### config.mk
export PLATFORM = sky130hd
export DESIGN_NAME = sorted_priority_queue
export DESIGN_NICKNAME = d
export VERILOG_FILES = /design/src/sv/spq_pkg.sv /design/src/sv/sorted_priority_queue.sv /design/src/sv/spq_cell.sv
export SDC_FILE = /design/constraint.sdc
export NUM_CORES = 2
export LEC_CHECK = 0
export BUFFER_PORTS_ARGS = -buffer_cell sky130_fd_sc_hd__buf_2
export CORE_MARGIN = 1
export CORE_UTILIZATION = 53
export CTS_BUF_LIST = sky130_fd_sc_hd__clkbuf_16
export DETAILED_ROUTE_END_ITERATION = 8
export PLACE_DENSITY = 0.7
export SYNTH_ARGS = -nofsm -noshare
export SYNTH_HDL_FRONTEND = slang
export SYNTH_SLANG_ARGS = --single-unit
export TNS_END_PERCENT = 1
### constraint.sdc
create_clock -name clk -period 15.54 [get_ports clk]
set_clock_uncertainty 0.2 [all_clocks]
set_input_delay 1.554 -clock clk [delete_from_list [all_inputs] [get_ports clk]]
set_output_delay 1.554 -clock clk [all_outputs]
set_load 0.02 [all_outputs]
### src/sv/spq_pkg.sv
// shared types, codes and defaults for the sorted priority queue
package spq_pkg;

	localparam int CAPACITY_DEF     = 16;
	localparam int SCORE_BITS_DEF   = 16;
	localparam int PAYLOAD_BITS_DEF = 32;

	localparam int IN_SCORE_W    = 16;
	localparam int IN_PAYLOAD_W  = 32;
	localparam int OUT_COUNT_W   = 5;

	localparam logic ACT_ENQ = 1'b0;
	localparam logic ACT_DEQ = 1'b1;

	localparam logic [1:0] ST_OK    = 2'd0;
	localparam logic [1:0] ST_EMPTY = 2'd1;
	localparam logic [1:0] ST_FULL  = 2'd2;

	typedef struct packed {
		logic                    action;
		logic [IN_SCORE_W-1:0]   new_score;
		logic [IN_PAYLOAD_W-1:0] new_payload;
	} spq_in_t;

	typedef struct packed {
		logic [IN_SCORE_W-1:0]   out_score;
		logic [IN_PAYLOAD_W-1:0] out_payload;
		logic [1:0]              status;
		logic [OUT_COUNT_W-1:0]  count;
	} spq_out_t;

	// per-cycle command broadcast to every cell
	typedef struct packed {
		logic enq;
		logic deq;
	} spq_ctrl_t;

endpackage

### src/sv/sorted_priority_queue.sv
// top level: sorted priority queue built as a chain of compare-and-shift cells
// the result is registered for the next cycle; throughput: one beat per cycle
// while the receiver keeps up; every cell compares against the new score at once
// and the chain shifts in the same edge, so the count register is the only loop
// reset: asynchronous, clears the entry count and the output valid; cell contents
// stay undefined and are never read before they are written
module sorted_priority_queue #(
	parameter int CAPACITY     = spq_pkg::CAPACITY_DEF,
	parameter int SCORE_BITS   = spq_pkg::SCORE_BITS_DEF,
	parameter int PAYLOAD_BITS = spq_pkg::PAYLOAD_BITS_DEF
) (
	input  logic             clk,
	input  logic             arst_n,
	input  logic             in_valid,
	output logic             in_ready,
	input  spq_pkg::spq_in_t in_data,
	output logic             out_valid,
	input  logic             out_ready,
	output spq_pkg::spq_out_t out_data
);

	localparam int CW  = $clog2(CAPACITY + 1);
	localparam int SXW = SCORE_BITS + spq_pkg::IN_SCORE_W;
	localparam int PXW = PAYLOAD_BITS + spq_pkg::IN_PAYLOAD_W;

	logic [CW-1:0] count_q;
	logic          out_valid_q;
	spq_pkg::spq_out_t out_q;

	logic accept;
	logic full, empty;
	spq_pkg::spq_ctrl_t ctrl;

	// input fields resized to storage width (mask or zero-extend)
	logic [SXW-1:0]          sc_ext;
	logic [PXW-1:0]          pl_ext;
	logic [SCORE_BITS-1:0]   in_sc;
	logic [PAYLOAD_BITS-1:0] in_pl;

	// head entry resized to the port widths
	logic [SXW-1:0] head_sc_ext;
	logic [PXW-1:0] head_pl_ext;

	logic [CW-1:0]                count_d;
	logic [CW+spq_pkg::OUT_COUNT_W-1:0] count_ext;
	spq_pkg::spq_out_t            res;

	// chain wiring
	logic [SCORE_BITS-1:0]   cell_sc [CAPACITY];
	logic [PAYLOAD_BITS-1:0] cell_pl [CAPACITY];
	logic                    cell_ge [CAPACITY];

	// output register frees as soon as its beat is taken
	assign in_ready  = !out_valid_q || out_ready;
	assign accept    = in_valid && in_ready;
	assign out_valid = out_valid_q;
	assign out_data  = out_q;

	assign full  = (count_q == CW'(CAPACITY));
	assign empty = (count_q == '0);

	assign sc_ext = SXW'(in_data.new_score);
	assign pl_ext = PXW'(in_data.new_payload);
	assign in_sc  = sc_ext[SCORE_BITS-1:0];
	assign in_pl  = pl_ext[PAYLOAD_BITS-1:0];

	assign head_sc_ext = SXW'(cell_sc[0]);
	assign head_pl_ext = PXW'(cell_pl[0]);

	// only legal operations move the chain
	assign ctrl.enq = accept && (in_data.action == spq_pkg::ACT_ENQ) && !full;
	assign ctrl.deq = accept && (in_data.action == spq_pkg::ACT_DEQ) && !empty;

	genvar gi;
	generate
		for (gi = 0; gi < CAPACITY; gi++) begin : g_cell
			logic                    l_ge;
			logic [SCORE_BITS-1:0]   l_sc, r_sc;
			logic [PAYLOAD_BITS-1:0] l_pl, r_pl;

			if (gi == 0) begin : g_head
				// nothing ranks ahead of the head slot
				assign l_ge = 1'b1;
				assign l_sc = in_sc;
				assign l_pl = in_pl;
			end else begin : g_mid
				assign l_ge = cell_ge[gi-1];
				assign l_sc = cell_sc[gi-1];
				assign l_pl = cell_pl[gi-1];
			end

			if (gi == CAPACITY - 1) begin : g_tail
				// tail keeps its content on a dequeue; it falls out of the count
				assign r_sc = cell_sc[gi];
				assign r_pl = cell_pl[gi];
			end else begin : g_body
				assign r_sc = cell_sc[gi+1];
				assign r_pl = cell_pl[gi+1];
			end

			spq_cell #(
				.SCORE_BITS  (SCORE_BITS),
				.PAYLOAD_BITS(PAYLOAD_BITS)
			) u_cell (
				.clk          (clk),
				.ctrl         (ctrl),
				.occ          (CW'(gi) < count_q),
				.new_score    (in_sc),
				.new_payload  (in_pl),
				.left_ge      (l_ge),
				.left_score   (l_sc),
				.left_payload (l_pl),
				.right_score  (r_sc),
				.right_payload(r_pl),
				.ge           (cell_ge[gi]),
				.score        (cell_sc[gi]),
				.payload      (cell_pl[gi])
			);
		end
	endgenerate

	// result beat and next count
	always_comb begin
		res.out_score   = '0;
		res.out_payload = '0;
		res.status      = spq_pkg::ST_OK;
		count_d         = count_q;
		unique case (in_data.action)
			spq_pkg::ACT_DEQ: begin
				if (empty) begin
					res.status = spq_pkg::ST_EMPTY;
				end else begin
					res.out_score   = head_sc_ext[spq_pkg::IN_SCORE_W-1:0];
					res.out_payload = head_pl_ext[spq_pkg::IN_PAYLOAD_W-1:0];
					count_d         = count_q - CW'(1);
				end
			end
			default: begin
				if (full) begin
					res.status = spq_pkg::ST_FULL;
				end else begin
					count_d = count_q + CW'(1);
				end
			end
		endcase
		count_ext = (CW + spq_pkg::OUT_COUNT_W)'(count_d);
		res.count = count_ext[spq_pkg::OUT_COUNT_W-1:0];
	end

	always_ff @(posedge clk or negedge arst_n) begin
		if (!arst_n) begin
			count_q     <= '0;
			out_valid_q <= 1'b0;
		end else begin
			if (accept) begin
				count_q     <= count_d;
				out_valid_q <= 1'b1;
			end else if (out_ready) begin
				out_valid_q <= 1'b0;
			end
		end
	end

	// result payload, no reset needed
	always_ff @(posedge clk) begin
		if (accept) begin
			out_q <= res;
		end
	end

`ifndef ASSERT_OFF
	a_count_bound: assert property (@(posedge clk) disable iff (!arst_n)
		count_q <= CW'(CAPACITY))
		else $error("entry count above capacity");

	a_result_follows: assert property (@(posedge clk) disable iff (!arst_n)
		accept |=> out_valid)
		else $error("accepted beat produced no result");

	a_deq_count: assert property (@(posedge clk) disable iff (!arst_n)
		ctrl.deq |=> count_q == $past(count_q) - CW'(1))
		else $error("dequeue did not drop the count");

	a_enq_count: assert property (@(posedge clk) disable iff (!arst_n)
		ctrl.enq |=> count_q == $past(count_q) + CW'(1))
		else $error("enqueue did not raise the count");

	a_no_move_on_error: assert property (@(posedge clk) disable iff (!arst_n)
		(accept && !ctrl.enq && !ctrl.deq) |=> $stable(count_q))
		else $error("rejected operation changed the count");
`endif

endmodule

### src/sv/spq_cell.sv
// one slot of the sorted chain: holds an entry, keeps, shifts or loads it
module spq_cell #(
	parameter int SCORE_BITS   = spq_pkg::SCORE_BITS_DEF,
	parameter int PAYLOAD_BITS = spq_pkg::PAYLOAD_BITS_DEF
) (
	input  logic                    clk,
	input  spq_pkg::spq_ctrl_t      ctrl,
	input  logic                    occ,
	input  logic [SCORE_BITS-1:0]   new_score,
	input  logic [PAYLOAD_BITS-1:0] new_payload,
	input  logic                    left_ge,
	input  logic [SCORE_BITS-1:0]   left_score,
	input  logic [PAYLOAD_BITS-1:0] left_payload,
	input  logic [SCORE_BITS-1:0]   right_score,
	input  logic [PAYLOAD_BITS-1:0] right_payload,
	output logic                    ge,
	output logic [SCORE_BITS-1:0]   score,
	output logic [PAYLOAD_BITS-1:0] payload
);

	logic [SCORE_BITS-1:0]   score_q;
	logic [PAYLOAD_BITS-1:0] payload_q;

	// stored entry ranks ahead of the new one (ties stay ahead)
	assign ge      = occ && (score_q >= new_score);
	assign score   = score_q;
	assign payload = payload_q;

	always_ff @(posedge clk) begin
		if (ctrl.deq) begin
			score_q   <= right_score;
			payload_q <= right_payload;
		end else if (ctrl.enq && !ge) begin
			if (left_ge) begin
				score_q   <= new_score;
				payload_q <= new_payload;
			end else begin
				score_q   <= left_score;
				payload_q <= left_payload;
			end
		end
	end

endmodule

==> run summary <==
CTS Buf Count: 92
WP data required: 15.72 ns
DRT iter0 DRCs: 4018
Slew @ Worst Pin: 1.303 ns
# rows: 107
number of gates resized after CTS: 0
Die H: 296.4 um
Compound-Gate Fraction of Synth Area: 0.1362
top cells by area, synth: edfxtp_1, ha_1, nand2_1
Nets: 4455
maximum buffer depth of the clock tree: 3
Final Max Slew Viols: 0
post-route ant nets: 0
# IOs: 110
Avg WL per Cell: 24.29 um
Netlist cell types: 67
fillcell total: 7076
RSZ-0062 raised after global routing: false
Worst setup SP type: input port
multi-input logic area: 19690 sq um
max cap viols: 0
post-synthesis simple-gate area fraction: 0.1324
TritonRoute pass-1 iters: 8
vias per cell: 6.374
Setup WS pre-CTS: 7.589 ns
flops & latches, synth: 829
H-tree level count: 3
Worst-Skew Late Latency: 0.67 ns
Syn-to-layout area delta: 9.383%
Final Hold Viols: 0
Tmin final: 7.456 ns
CTS root buf: clkbuf_16
Synth Flop Type: edfxtp_1
largest area contributor in the netlist: edfxtp_1
synth warn: 0
CP endpoint kind: flip-flop
status: finished clean
Starting Density: 0.5370
mux contribution to synthesized area: 0.08241
leakage: 20.49 nW
post-route cell area: 50250 sq um
Detailed Place HPWL: 75.90 mm
share of cells above drive strength 1: 0.1096
Total Routed Length: 130.2 mm
final core utilization: 0.5874
cell count after synthesis: 4214
via count: 34170
sequential-to-total area share from yosys stat: 0.5412
share of Yosys cell area claimed by the top area cell type: 0.5380
maximum vdd drop: 135.7 uV
Post-synth ARST share: 0.007238
dpl cells: 5193
setup violators final: 0
initial antenna violation count: 3
area of placed instances: 47230 sq um
EDFF count, synth: 823
area share of fa/ha/maj cells after synthesis: 0.07054
IO Port Bufs: 109
arrival time at the worst endpoint: 7.63 ns
slew margin rel.: 0.1283
largest family of logic cells by synthesized area: compound AO/OA/AOI/OAI gates
vias in the first global route: 33110
width of the die: 296.4 um
worst hold path class: flip-flop to flip-flop
Placer Congestion: 0.8572
most common cell after layout, fill and taps aside: nand2_1
worst-path maximum fanout: 107
Power Density: 173.7 nW/um^2
Synth Area in XOR/XNOR: 0.0007626
GRT Total Usage: 0.2964
critical path class: input port to flip-flop
most frequent cells in the layout: nand2_1, edfxtp_1, a21oi_1, ha_1, mux2i_1
Placeable Area: 85550 sq um
CTS Sinks: 829
fmax: 0.1341 GHz
GR Overflow Total: 0
TritonCTS clock tree: yes
flip-flop and latch area: 24860 sq um
clock-pin transition on the worst setup and hold timing paths: 0.06 ns
Syn Std Cell Area: 45940 sq um
die area: 87860 sq um
pin count of the biggest net entering global routing: 185
Post-CTS Setup Bufs: 0
Synthesized Nets: 4526
Non-Filler Instances: 5361
final setup TNS: 0 ns
Worst Slack Setup Final: 8.084 ns
Residual DRC: 0
period utilisation layout: 0.4798
Avg Cell Area, Syn: 10.90 sq um
first-pass GRT wire length: 199.7 mm
Hold Buf Count CTS: 0
-- registers in the layout (all words and copies together) (netlist names) --
| name | flops |
|---|---|
| g_cell.u_cell.payload | 512 |
| count_q | 5 |
| g_cell.u_cell.score | 256 |
| out_valid | 1 |
| out_data | 55 |
-- worst paths after layout --
kind	startpoint	endpoint	slack, ns	depth (start not counted)
setup / recovery	in_data[48]	g_cell[2].u_cell.payload[31]	8.08	9
hold / removal	out_valid	out_valid	0.33	2
setup reg to reg	count_q[1]	g_cell[2].u_cell.payload[31]	8.13	11
hold reg to reg	out_valid	out_valid	0.33	2
max in group asynchronous	arst_n	out_valid	14.46	1
min in group asynchronous	arst_n	count_q[4]	0.52	1
-- Yosys cell counts, types with 4 or more instances --
cell type / number
buf_4: 11
nor3_2: 4
o31ai_1: 5
clkbuf_1: 187
buf_6: 6
dfrtp_1: 6
a221o_1: 149
and2_1: 52
o21ai_1: 14
nand2_1: 840
mux2_2: 109
edfxtp_1: 823
inv_1: 45
a21o_1: 61
nand3_1: 51
mux2i_1: 250
and2_0: 4
and4_1: 5
buf_2: 116
buf_1: 18
a31oi_1: 102
and3_1: 143
a21oi_1: 262
o22ai_1: 4
nand2b_1: 17
o21a_1: 6
nor2_1: 241
mux2_1: 5
a211oi_1: 12
nor3_1: 9
nand4_1: 31
o21ai_0: 239
a22oi_1: 51
ha_1: 259
o211ai_1: 35
-- where the power goes --
part           internal [mW]  total, mW  switching, mW
logic                   1.00       2.78           1.78
registers               3.36       3.72          0.359
clock network           1.28       2.23          0.944
total                   5.64       8.73           3.09
-- through the flow --
| step | power, mW | hold WS [ns] |
|---|---|---|
| after floorplan | 5.612 | 0.3090 |
| after global placement | 6.375 | 0.3038 |
| after detailed placement | 6.488 | 0.3196 |
| after CTS | 8.704 | 0.3356 |
| after global routing | 9.137 | 0.3732 |
| final | 8.730 | 0.3279 |
-- critical path, stage by stage --
cell and delay (ns):
buf_2 0.26, a21boi_4 0.99, buf_4 0.89, buf_4 0.74, and2_4 0.75, buf_4 0.97
buf_4 0.86, mux2i_1 0.26, o21ai_0 0.09
-- logic make-up after synthesis --
group | count (synthesis)
xor gates and xnor gates | 4
and+or+nand+nor | 1410
adders and majority gates | 259
AOI/OAI and AO/OA | 964
buffers and inverters | 384
muxes | 364
DFF | 829
-- area by class of cell --
cell class / instances / share of cell area
clock inverter: 73 / 0.01330
tap: 1144 / 0.02848
clock buffer: 94 / 0.04681
timing repair buffer: 173 / 0.02116
inverter: 46 / 0.003536
sequential: 829 / 0.4948
multi-input combinational: 3001 / 0.3919
antenna: 1 / 0.00004980
-- layer usage --
metal | GRT usage | part of all wire | up-vias
met5 | 0 | 0 | -
met4 | 0.07921 | 0.021 | 0
met3 | 0.04632 | 0.093 | 181
met2 | 0.4700 | 0.46 | 1722
met1 | 0.4238 | 0.42 | 16720
li1 | - | - | 15540
Power figures use the tool's default switching activity.
